==> src/hw/rtl/heq_pkg.sv <==
// ----------------------------------------------------------------------------
// heq_pkg: shared definitions for the histogram equalizer
// Command codes, sequencer states and divider states.
// ----------------------------------------------------------------------------
`timescale 1ns / 1ps
`default_nettype none

package heq_pkg;

    // input command codes
    localparam logic [1:0] CMD_COUNT = 2'd0;
    localparam logic [1:0] CMD_BUILD = 2'd1;
    localparam logic [1:0] CMD_MAP   = 2'd2;

    // main sequencer states
    typedef enum logic [3:0] {
        ST_CLEAR,
        ST_IDLE,
        ST_CNT_UPD,
        ST_MAP_RESP,
        ST_BLD_RD,
        ST_BLD_ACC,
        ST_BLD_MUL,
        ST_BLD_DIV,
        ST_BLD_WR,
        ST_BLD_RESP
    } heq_state_t;

    // shared divider states
    typedef enum logic {
        DIV_IDLE,
        DIV_RUN
    } div_state_t;

endpackage

`default_nettype wire

==> src/hw/rtl/heq_divider.sv <==
// ----------------------------------------------------------------------------
// heq_divider: iterative shift-subtract divider
// Produces QUO_W quotient bits, one per cycle. The caller guarantees
// num < den * 2^QUO_W and den * 2^(QUO_W-1) fits in W bits.
// ----------------------------------------------------------------------------
`timescale 1ns / 1ps
`default_nettype none

module heq_divider #(
    parameter int W     = 26,
    parameter int QUO_W = 8
) (
    input  wire logic             aclk,
    input  wire logic             aresetn,
    input  wire logic             start,
    input  wire logic [W-1:0]     num,
    input  wire logic [W-1:0]     den,
    output logic                  done,
    output logic [QUO_W-1:0]      quo
);
    import heq_pkg::*;

    localparam int CNT_W = $clog2(QUO_W + 1);

    div_state_t       state_reg, state_next;
    logic [W-1:0]     rem_reg;
    logic [W-1:0]     dsh_reg;
    logic [QUO_W-1:0] q_reg;
    logic [CNT_W-1:0] cnt_reg;
    logic             ge;
    logic             last;

    // shared compare/subtract step
    assign ge   = (rem_reg >= dsh_reg);
    assign last = (cnt_reg == '0);

    // next state
    always_comb begin
        state_next = state_reg;
        unique case (state_reg)
            DIV_IDLE: if (start) state_next = DIV_RUN;
            DIV_RUN:  if (last) state_next = DIV_IDLE;
            default:  state_next = DIV_IDLE;
        endcase
    end

    // outputs: final quotient bit merged in on the done cycle
    always_comb begin
        done = (state_reg == DIV_RUN) && last;
        quo  = QUO_W'({q_reg, ge});
    end

    always_ff @(posedge aclk) begin
        if (!aresetn) begin
            state_reg <= DIV_IDLE;
        end else begin
            state_reg <= state_next;
        end
    end

    // datapath
    always_ff @(posedge aclk) begin
        if (state_reg == DIV_IDLE) begin
            if (start) begin
                rem_reg <= num;
                dsh_reg <= den << (QUO_W - 1);
                q_reg   <= '0;
                cnt_reg <= CNT_W'(QUO_W - 1);
            end
        end else begin
            if (ge) begin
                rem_reg <= rem_reg - dsh_reg;
            end
            dsh_reg <= dsh_reg >> 1;
            q_reg   <= QUO_W'({q_reg, ge});
            cnt_reg <= cnt_reg - 1'b1;
        end
    end

endmodule

`default_nettype wire

==> config.mk <==
export PLATFORM = sky130hd
export DESIGN_NAME = heq_divider
export DESIGN_NICKNAME = d
export VERILOG_FILES = /design/src/hw/rtl/heq_pkg.sv /design/src/hw/rtl/heq_divider.sv
export SDC_FILE = /design/constraint.sdc
export NUM_CORES = 1
export LEC_CHECK = 0
export BUFFER_PORTS_ARGS = -buffer_cell sky130_fd_sc_hd__buf_2
export CAP_MARGIN = 5
export CORE_ASPECT_RATIO = 1.2
export CORE_MARGIN = 3
export CORE_UTILIZATION = 50
export DETAILED_ROUTE_END_ITERATION = 7
export PLACE_DENSITY = 0.72
export SYNTH_ARGS = -nofsm -noshare
export SYNTH_HDL_FRONTEND = slang
export SYNTH_SLANG_ARGS = --single-unit
==> constraint.sdc <==
create_clock -name aclk -period 3.94 [get_ports aclk]
set_input_delay 0.591 -clock aclk [delete_from_list [all_inputs] [get_ports aclk]]
set_output_delay 0.591 -clock aclk [all_outputs]
set_load 0.005 [all_outputs]
* Word-level counts from Yosys, hierarchy flattened
Cells that the tools add are included.
** Storage, ports and cells
- Bits in registers :: 64
- Bits in latches :: 0
- Memory bits (writable) :: 0
- ROM bits :: 0
- Input bits :: 55
- Output and inout port bits :: 9
- Word-level logic and storage cells :: 27
- Memories kept :: 0
** Cells by class
- Add/subtract/negate cells :: 2
- Multiply operators :: 0
- Divide/modulo/power cells :: 0
- $lt $le $gt $ge :: 1
- Equality and inequality tests :: 1
- Shift-type cells :: 0
- Mux-type cells :: 12
- Bitwise logic cells :: 1
- Reduce and logical (&&, ||, !) cells :: 4
** Operators by type and width (number)
- $mux W26 :: 3
- $mux W25 :: 2
- $ge A26 B26 Y1 :: 1
- $sub A26 B26 Y26 :: 1
- $mux W7 :: 2
- $mux W4 :: 2
- $logic_not A4 Y1 :: 1
- $sub A4 B1 Y4 const B :: 1
- $mux W1 :: 2
- $ne A2 B1 Y1 const B :: 1
- $pmux W1 S2 :: 1
- $reduce_and A2 Y1 :: 1
- $reduce_bool A2 Y1 :: 1
- $logic_and A1 B1 Y1 :: 1
- $not A1 Y1 :: 1

* Longest topological paths before layout
Gate-level depths: netlist (run 1).
- Depth after elaboration :: 3
- Mapped depth :: 11
- Depth with buffers taken out :: 10

* Worst setup path after synthesis (run 1)
No wires, ideal clock.
- Kind :: register to register
- From :: register rem_reg[4]
- To :: register rem_reg[0] (enable)
- Setup time :: 507 ps
- Arrival :: 2616 ps
- Required time :: 3433 ps
- Setup slack :: 817 ps
- Stages on the path, launching flop included :: 9
- Buffers on the path :: 0
- Clock period less this slack :: 3123 ps
- Cell sequence :: edfxtp_1 > ha_1 > a21o_1 > a21oi_1 > nand3_1 > a21oi_1 > a31oi_1 > o2111ai_1 > nand3_1
** On the way
- Longest elaborated chain between the ends :: 3
** Ends and longest elaborated chain
- start: declaration :: line heq_divider.sv:26 : logic [W-1:0] rem_reg;
- start signal: assignment :: line heq_divider.sv:65 : rem_reg <= num;
- start signal: assignment :: line heq_divider.sv:72 : rem_reg <= rem_reg - dsh_reg;
- $ge A26 B26 Y1 :: line heq_divider.sv:34 : assign ge = (rem_reg >= dsh_reg);
- $ne A2 B1 Y1 (no line)
- $reduce_and A2 Y1 (no line)
No other way between the ends.
A chain may end at the register's enable or synchronous reset.

* Worst setup path after layout (run 1)
- From :: register rem_reg[4]
- To :: output quo[0]
** On the way
- Longest elaborated chain between the ends :: 1
** Ends and longest elaborated chain
- $ge A26 B26 Y1 :: line heq_divider.sv:34
- end: declaration :: line heq_divider.sv:19 : output logic [QUO_W-1:0] quo
No other way between the ends.

==> results.tsv, run 1 <==
metric	value	unit
p_sw_share	32.2	%
crit_required	3.35	ns
place.gp.congestion	0.859	
max_clock_freq	0.288	GHz
worstPathMaxFanout	6	
hold_viol_final	0	
drtAntennaViolNets	0	
synth_seq_cells	64	
slowest_delay	0.46	ns
cts.sinks	64	
fin_nets	536	
grt.overflow.total	0	
core_area	7840	sq um
wl_per_cell	15.8	microns
vias	3077	
ir_drop	0.000297	V
synth.largest_area_cell	edfxtp_1	
critPathLaunchType	flop	
p_leak	1.96	nW
grt_pass1_vias	3087	
min_period	3.47	ns
antenna_cells	0	
critPathKind	flop to primary output	
syn_nets	479	
fin_tns_setup	0	ns
cap_viol_max_count	0	
p_sw	0.806	mW
fp.dieW	88.8	microns
io_pins	64	
syn_area	4110	sq um
synth_common_cells	edfxtp_1 (62), a21oi_1 (37), nor2_1 (34)	
synth.most_common_cell	edfxtp_1	
synth-xor-area-share	4.69	%
crit_path_cell_trace	ha_1 > a21o_1 > a21oi_1 > nand3_1 > a21oi_1 > a31oi_1 > o211ai_1 > nand2b_1 > buf_2	
fin_cells	549	
totalWireLength	8670	microns
finalSetupViolCount	0	
antenna_found_initial	0	
drt_iter0_markers	172	
grt_max_degree	38	
cts_tree	built	
htree_levels	3	
die_area	9350	sq um
p_per_area	530	nW/um^2
ys_types	52	
synthMuxAreaShare	9.53	%
combPwrFrac	35.2	%
critPathArrivalTime	2.88	ns
die_y	105	microns
yosys.area_share.simple	13.7	%
cpMaxStageDelayCell	a21oi_1	
netlist_instances	395	
grt_pass1_wl	14200	microns
clk_pin_slew	0.08	ns
finalMaxSlewViolations	0	
areaGrowthSynthToFinish	14.9	%
relSlewSlack	36.6	%
intPower	1.70	mW
ctsHoldBuffers	0	
cts-resized-gates	0	
synth_top_area_share	45.3	%
ys_seq_area_share	46.3	%
synth_compound_area_share	12.5	%
p_seq_share	36.7	%
drive_gt1_share	24.7	%
p_clk_share	28.1	%
cp-end-kind	primary output	
worst_pin_slew	0.950	ns
crit_path_frequent_cell	a21oi_1	
syn_avg_cell_area	10.4	sq um
fp-row-count	35	
ys.flop_type	edfxtp_1	
clkLatencyLatePin	0.34	ns
synthArstFlopShare	0	%
port_buffers	56	
root_buffer	clkbuf_8	
rsz0062_at_grt	false	
synth_top_family_by_area	simple AND/OR/NAND/NOR gates	
synth_edf_count	62	
clockBufferDepth	2	
cts_setup_buffers	0	
ys_warn_count	0	
synth_area_leaders	edfxtp_1 (45%), mux2_2 (9.0%), ha_1 (8.5%), a21oi_1 (4.5%), xnor2_1 (3.4%)	
viasPerCell	5.60	
outcome	complete, no violations	
finClkSkew	0.0107	ns
yosys.area_share.adder	9.01	%
cts_made_buffers	9	
dp.cells	533	
grt_usage	19.3	%
fin_crit_sh	88.1	%
hp-class	input pin to flop	
dp_hpwl	6340	microns
dr.pass1.iters	4	
drc	0	
start_util	52.4	%
-- path summary, 6_finish.rpt --
kind	startpoint	end	slack, ns	cells past startpoint
setup reg to reg	rem_reg[0]$_DFFE_PP_	rem_reg[8]$_DFFE_PP_	0.74	11
setup / recovery	rem_reg[4]$_DFFE_PP_	quo[0]	0.47	9
hold reg to reg	dsh_reg[25]$_SDFFE_PP0P_	dsh_reg[25]$_SDFFE_PP0P_	0.54	2
hold / removal	aresetn	state_reg$_SDFF_PN0_	0.45	3
-- power by group through the flow --
stage | Sequential [mW] | Combinational [mW] | Clock (mW)
6_report | 0.920 | 0.881 | 0.702
5_1_grt | 0.931 | 0.985 | 0.736
4_1_cts | 0.921 | 0.884 | 0.717
3_5_place_dp | 0.936 | 0.874 | 0
3_3_place_gp | 0.931 | 0.857 | 0
2_1_floorplan | 0.917 | 0.689 | 0
-- per-layer routing --
layer	share of wire, %	vias to the layer above	GRT usage, %
met5	0	-	0
met4	1.4	0	6.48
met3	3.3	9	2.66
met2	51	57	32.7
met1	45	1463	25.1
li1	-	1548	-
-- cells in the final DEF, fill, tap and decap left out, types with 7 or more instances in the layout --
cell type  instances
a21oi_1           37
edfxtp_1          62
nand3_1            7
clkbuf_8          10
nor2_1            34
ha_1              28
inv_1             33
nand2_1           33
buf_2             56
and2_1             9
o21ai_0           16
xnor2_1           16
mux2_2            33
-- cell type report --
cell class              instances  area, sq um
flip-flops and latches         64         1900
multi-input cells             285         2030
clock buffers                  11          141
clock inverters                 5          104
inverters                      33          124
fillers                       680         3120
well taps                      92          115
repair buffers                 59          303
-- kinds of logic after synthesis --
| kind of cell | Yosys count |
|---|---|
| AND/OR/NAND/NOR | 113 |
| AO/OA/AOI/OAI | 86 |
| flip-flops | 64 |
| buffers and inverters | 46 |
| multiplexers | 35 |
| adder cells (fa/ha/maj) | 29 |
| XOR/XNOR | 22 |
-- critical path: cells and delay by family (launching register included) --
kind	cells	cell delay (ns)
simple gates	2	0.18
fa+ha+maj	1	0.36
compound gates	5	1.51
flops	1	0.37
buf+inv	1	0.12
-- through the flow --
step | utilization [%] | hold slack [ns] | setup WS (ns) | power (mW) | instance area (sq um)
global route | 60.2 | 0.444 | 0.253 | 2.65 | 4720
floorplan | - | 0.477 | 0.817 | 1.61 | 4110
detailed placement | 57.1 | 0.537 | 0.792 | 1.81 | 4470
finish | 60.2 | 0.449 | 0.469 | 2.50 | 4720
CTS | 60.2 | 0.440 | 0.469 | 2.52 | 4720
global placement | 57.1 | 0.500 | 0.849 | 1.79 | 4470
Note: power is estimated with default switching activity, not from simulation.
==> run 2: changes to the inputs <==
==> constraint.sdc (replaced) <==
create_clock -name aclk -period 4.35 [get_ports aclk]
set_input_delay 0.6525 -clock aclk [delete_from_list [all_inputs] [get_ports aclk]]
set_output_delay 0.6525 -clock aclk [all_outputs]
set_load 0.005 [all_outputs]
==> results.tsv, run 2 (synthesized netlist as in run 1, its figures left out) <==
metric	value	unit	change
outcome	complete, no violations		
finalSetupViolCount	0		unchanged
top_layer	met4		
hold_viol_final	0		unchanged
slowest_delay	0.46	ns	about the same
root_buffer	clkbuf_8		
fp-row-count	35		unchanged
fin_util	60.1	%	-0.096 points
port_buffers	56		unchanged
relSlewSlack	36.0	%	-0.65 points
timing.critical_path.buf_inv	1		unchanged
drt-met1-wl	3840	microns	-0.49%
finalMaxSlewViolations	0		unchanged
clk_pin_slew	0.07	ns	about the same
wl_met2	4320	microns	-1.8%
critPathLaunchType	flop		
areaGrowthSynthToFinish	14.7	%	
p_leak	1.96	nW	-0.26%
die_area	9350	sq um	unchanged
p_per_area	480	nW/um^2	-9.6%
antenna_cells	0		unchanged
clockBufferDepth	2		unchanged
place_area	4470	sq um	-0.17%
dp_slack	1.17	ns	+0.377 ns
viasPerCell	5.60		about the same
dp.cells	532		-0.19%
drc	0		unchanged
fp.dieW	88.8	microns	unchanged
cp-end-kind	primary output		
wl_met3	388	microns	+35%
worst_pin_slew	0.960	ns	+0.00981 ns
wl_per_cell	15.9	microns	+0.76%
hold_slack	0.507	ns	+0.0575 ns
place.gp.congestion	0.871		+1.4%
crit_family	compound AO/OA/AOI/OAI gates		
cts.sinks	64		unchanged
ctsHoldBuffers	0		unchanged
crit_path_frequent_cell	a21oi_1		
clkLatencyLatePin	0.35	ns	about the same
dp_hpwl	6310	microns	-0.37%
vias	3071		-0.19%
cpMaxStageDelayCell	a21oi_1		
layout_commonest_cell	edfxtp_1		
min_period	3.58	ns	
start_util	52.4	%	unchanged
rsz0062_at_grt	false		
grt.overflow.total	0		unchanged
drt_iter0_markers	105		-39%
cts_made_buffers	9		unchanged
fin_crit_sh	82.2	%	
setup_ws	0.773	ns	+0.304 ns
max_clock_freq	0.280	GHz	
fin_tns_setup	0	ns	unchanged
antenna_found_initial	0		unchanged
drtAntennaViolNets	0		unchanged
hp-class	input pin to flop		
dr.pass1.iters	6		+2
crit_required	3.70	ns	+0.35 ns
totalWireLength	8720	microns	+0.58%
fin_nets	535		-0.19%
grt_usage	19.9	%	+0.60 points
drive_gt1_share	24.6	%	-0.17 points
fin_cells	548		-0.18%
core_area	7840	sq um	unchanged
die_y	105	microns	unchanged
cap_viol_max_count	0		unchanged
crit_path_cell_trace	ha_1 > a21o_1 > a21oi_1 > nand3_1 > a21oi_1 > a31oi_1 > o211ai_1 > nand2b_1 > buf_2		
htree_levels	3		unchanged
layout_common_cells	edfxtp_1 (62), buf_2 (56), a21oi_1 (37), nor2_1 (34)		
grt_pass1_wl	14400	microns	+1.7%
grt_pass1_vias	3081		-0.19%
cts-resized-gates	0		unchanged
cts_setup_buffers	0		unchanged
worstPathMaxFanout	6		unchanged
cts_tree	built		
power	2.26	mW	-9.7%
critPathArrivalTime	2.92	ns	+0.04 ns
ir_drop	0.000256	V	-14%
grt_max_degree	39		+2.6%
finClkSkew	0.00852	ns	-0.00222 ns
final_area	4710	sq um	-0.16%
critPathKind	flop to primary output		
io_pins	64		unchanged
==> run 2: changes by cell type in the layout (fill, tap and decap cells not counted) <==
cell   before  now
buf_4       3    2
==> run 2: power by group <==
part | internal [mW] | switching, mW | total [mW] | leakage [nW]
combinational | 0.345 | 0.448 | 0.793 | 1.20
sequential | 0.794 | 0.0381 | 0.832 | 0.636
clock | 0.397 | 0.238 | 0.634 | 0.124
total | 1.54 | 0.724 | 2.26 | 1.96
==> run 2: final timing paths <==
path,startpoint,to,cells after the start,slack [ns]
max,rem_reg[4]$_DFFE_PP_,quo[0],9,0.77
min,aresetn,state_reg$_SDFF_PN0_,3,0.51
max reg2reg,rem_reg[0]$_DFFE_PP_,rem_reg[25]$_DFFE_PP_,11,1.11
min reg2reg,dsh_reg[25]$_SDFFE_PP0P_,dsh_reg[25]$_SDFFE_PP0P_,2,0.55
==> run 2: tightest hold or removal path, cell delays in order <==
cell and delay [ns]:
buf_2 0.10, nand2_1 0.04, nor2_1 0.03
==> run 2: final cells by class <==
type	instances	area, sq um
fill	682	3130
sequential	64	1900
clock inverter	5	104
clock buffer	11	141
inverter	33	124
tap	92	115
timing repair buffer	58	295
multi-input combinational	285	2030
==> run 2: routing by layer <==
layer	vias to the layer above	GRT usage (%)
li1	1543	-
met1	1416	24.5
met2	99	34.0
met3	13	3.99
met4	0	7.13
met5	-	0
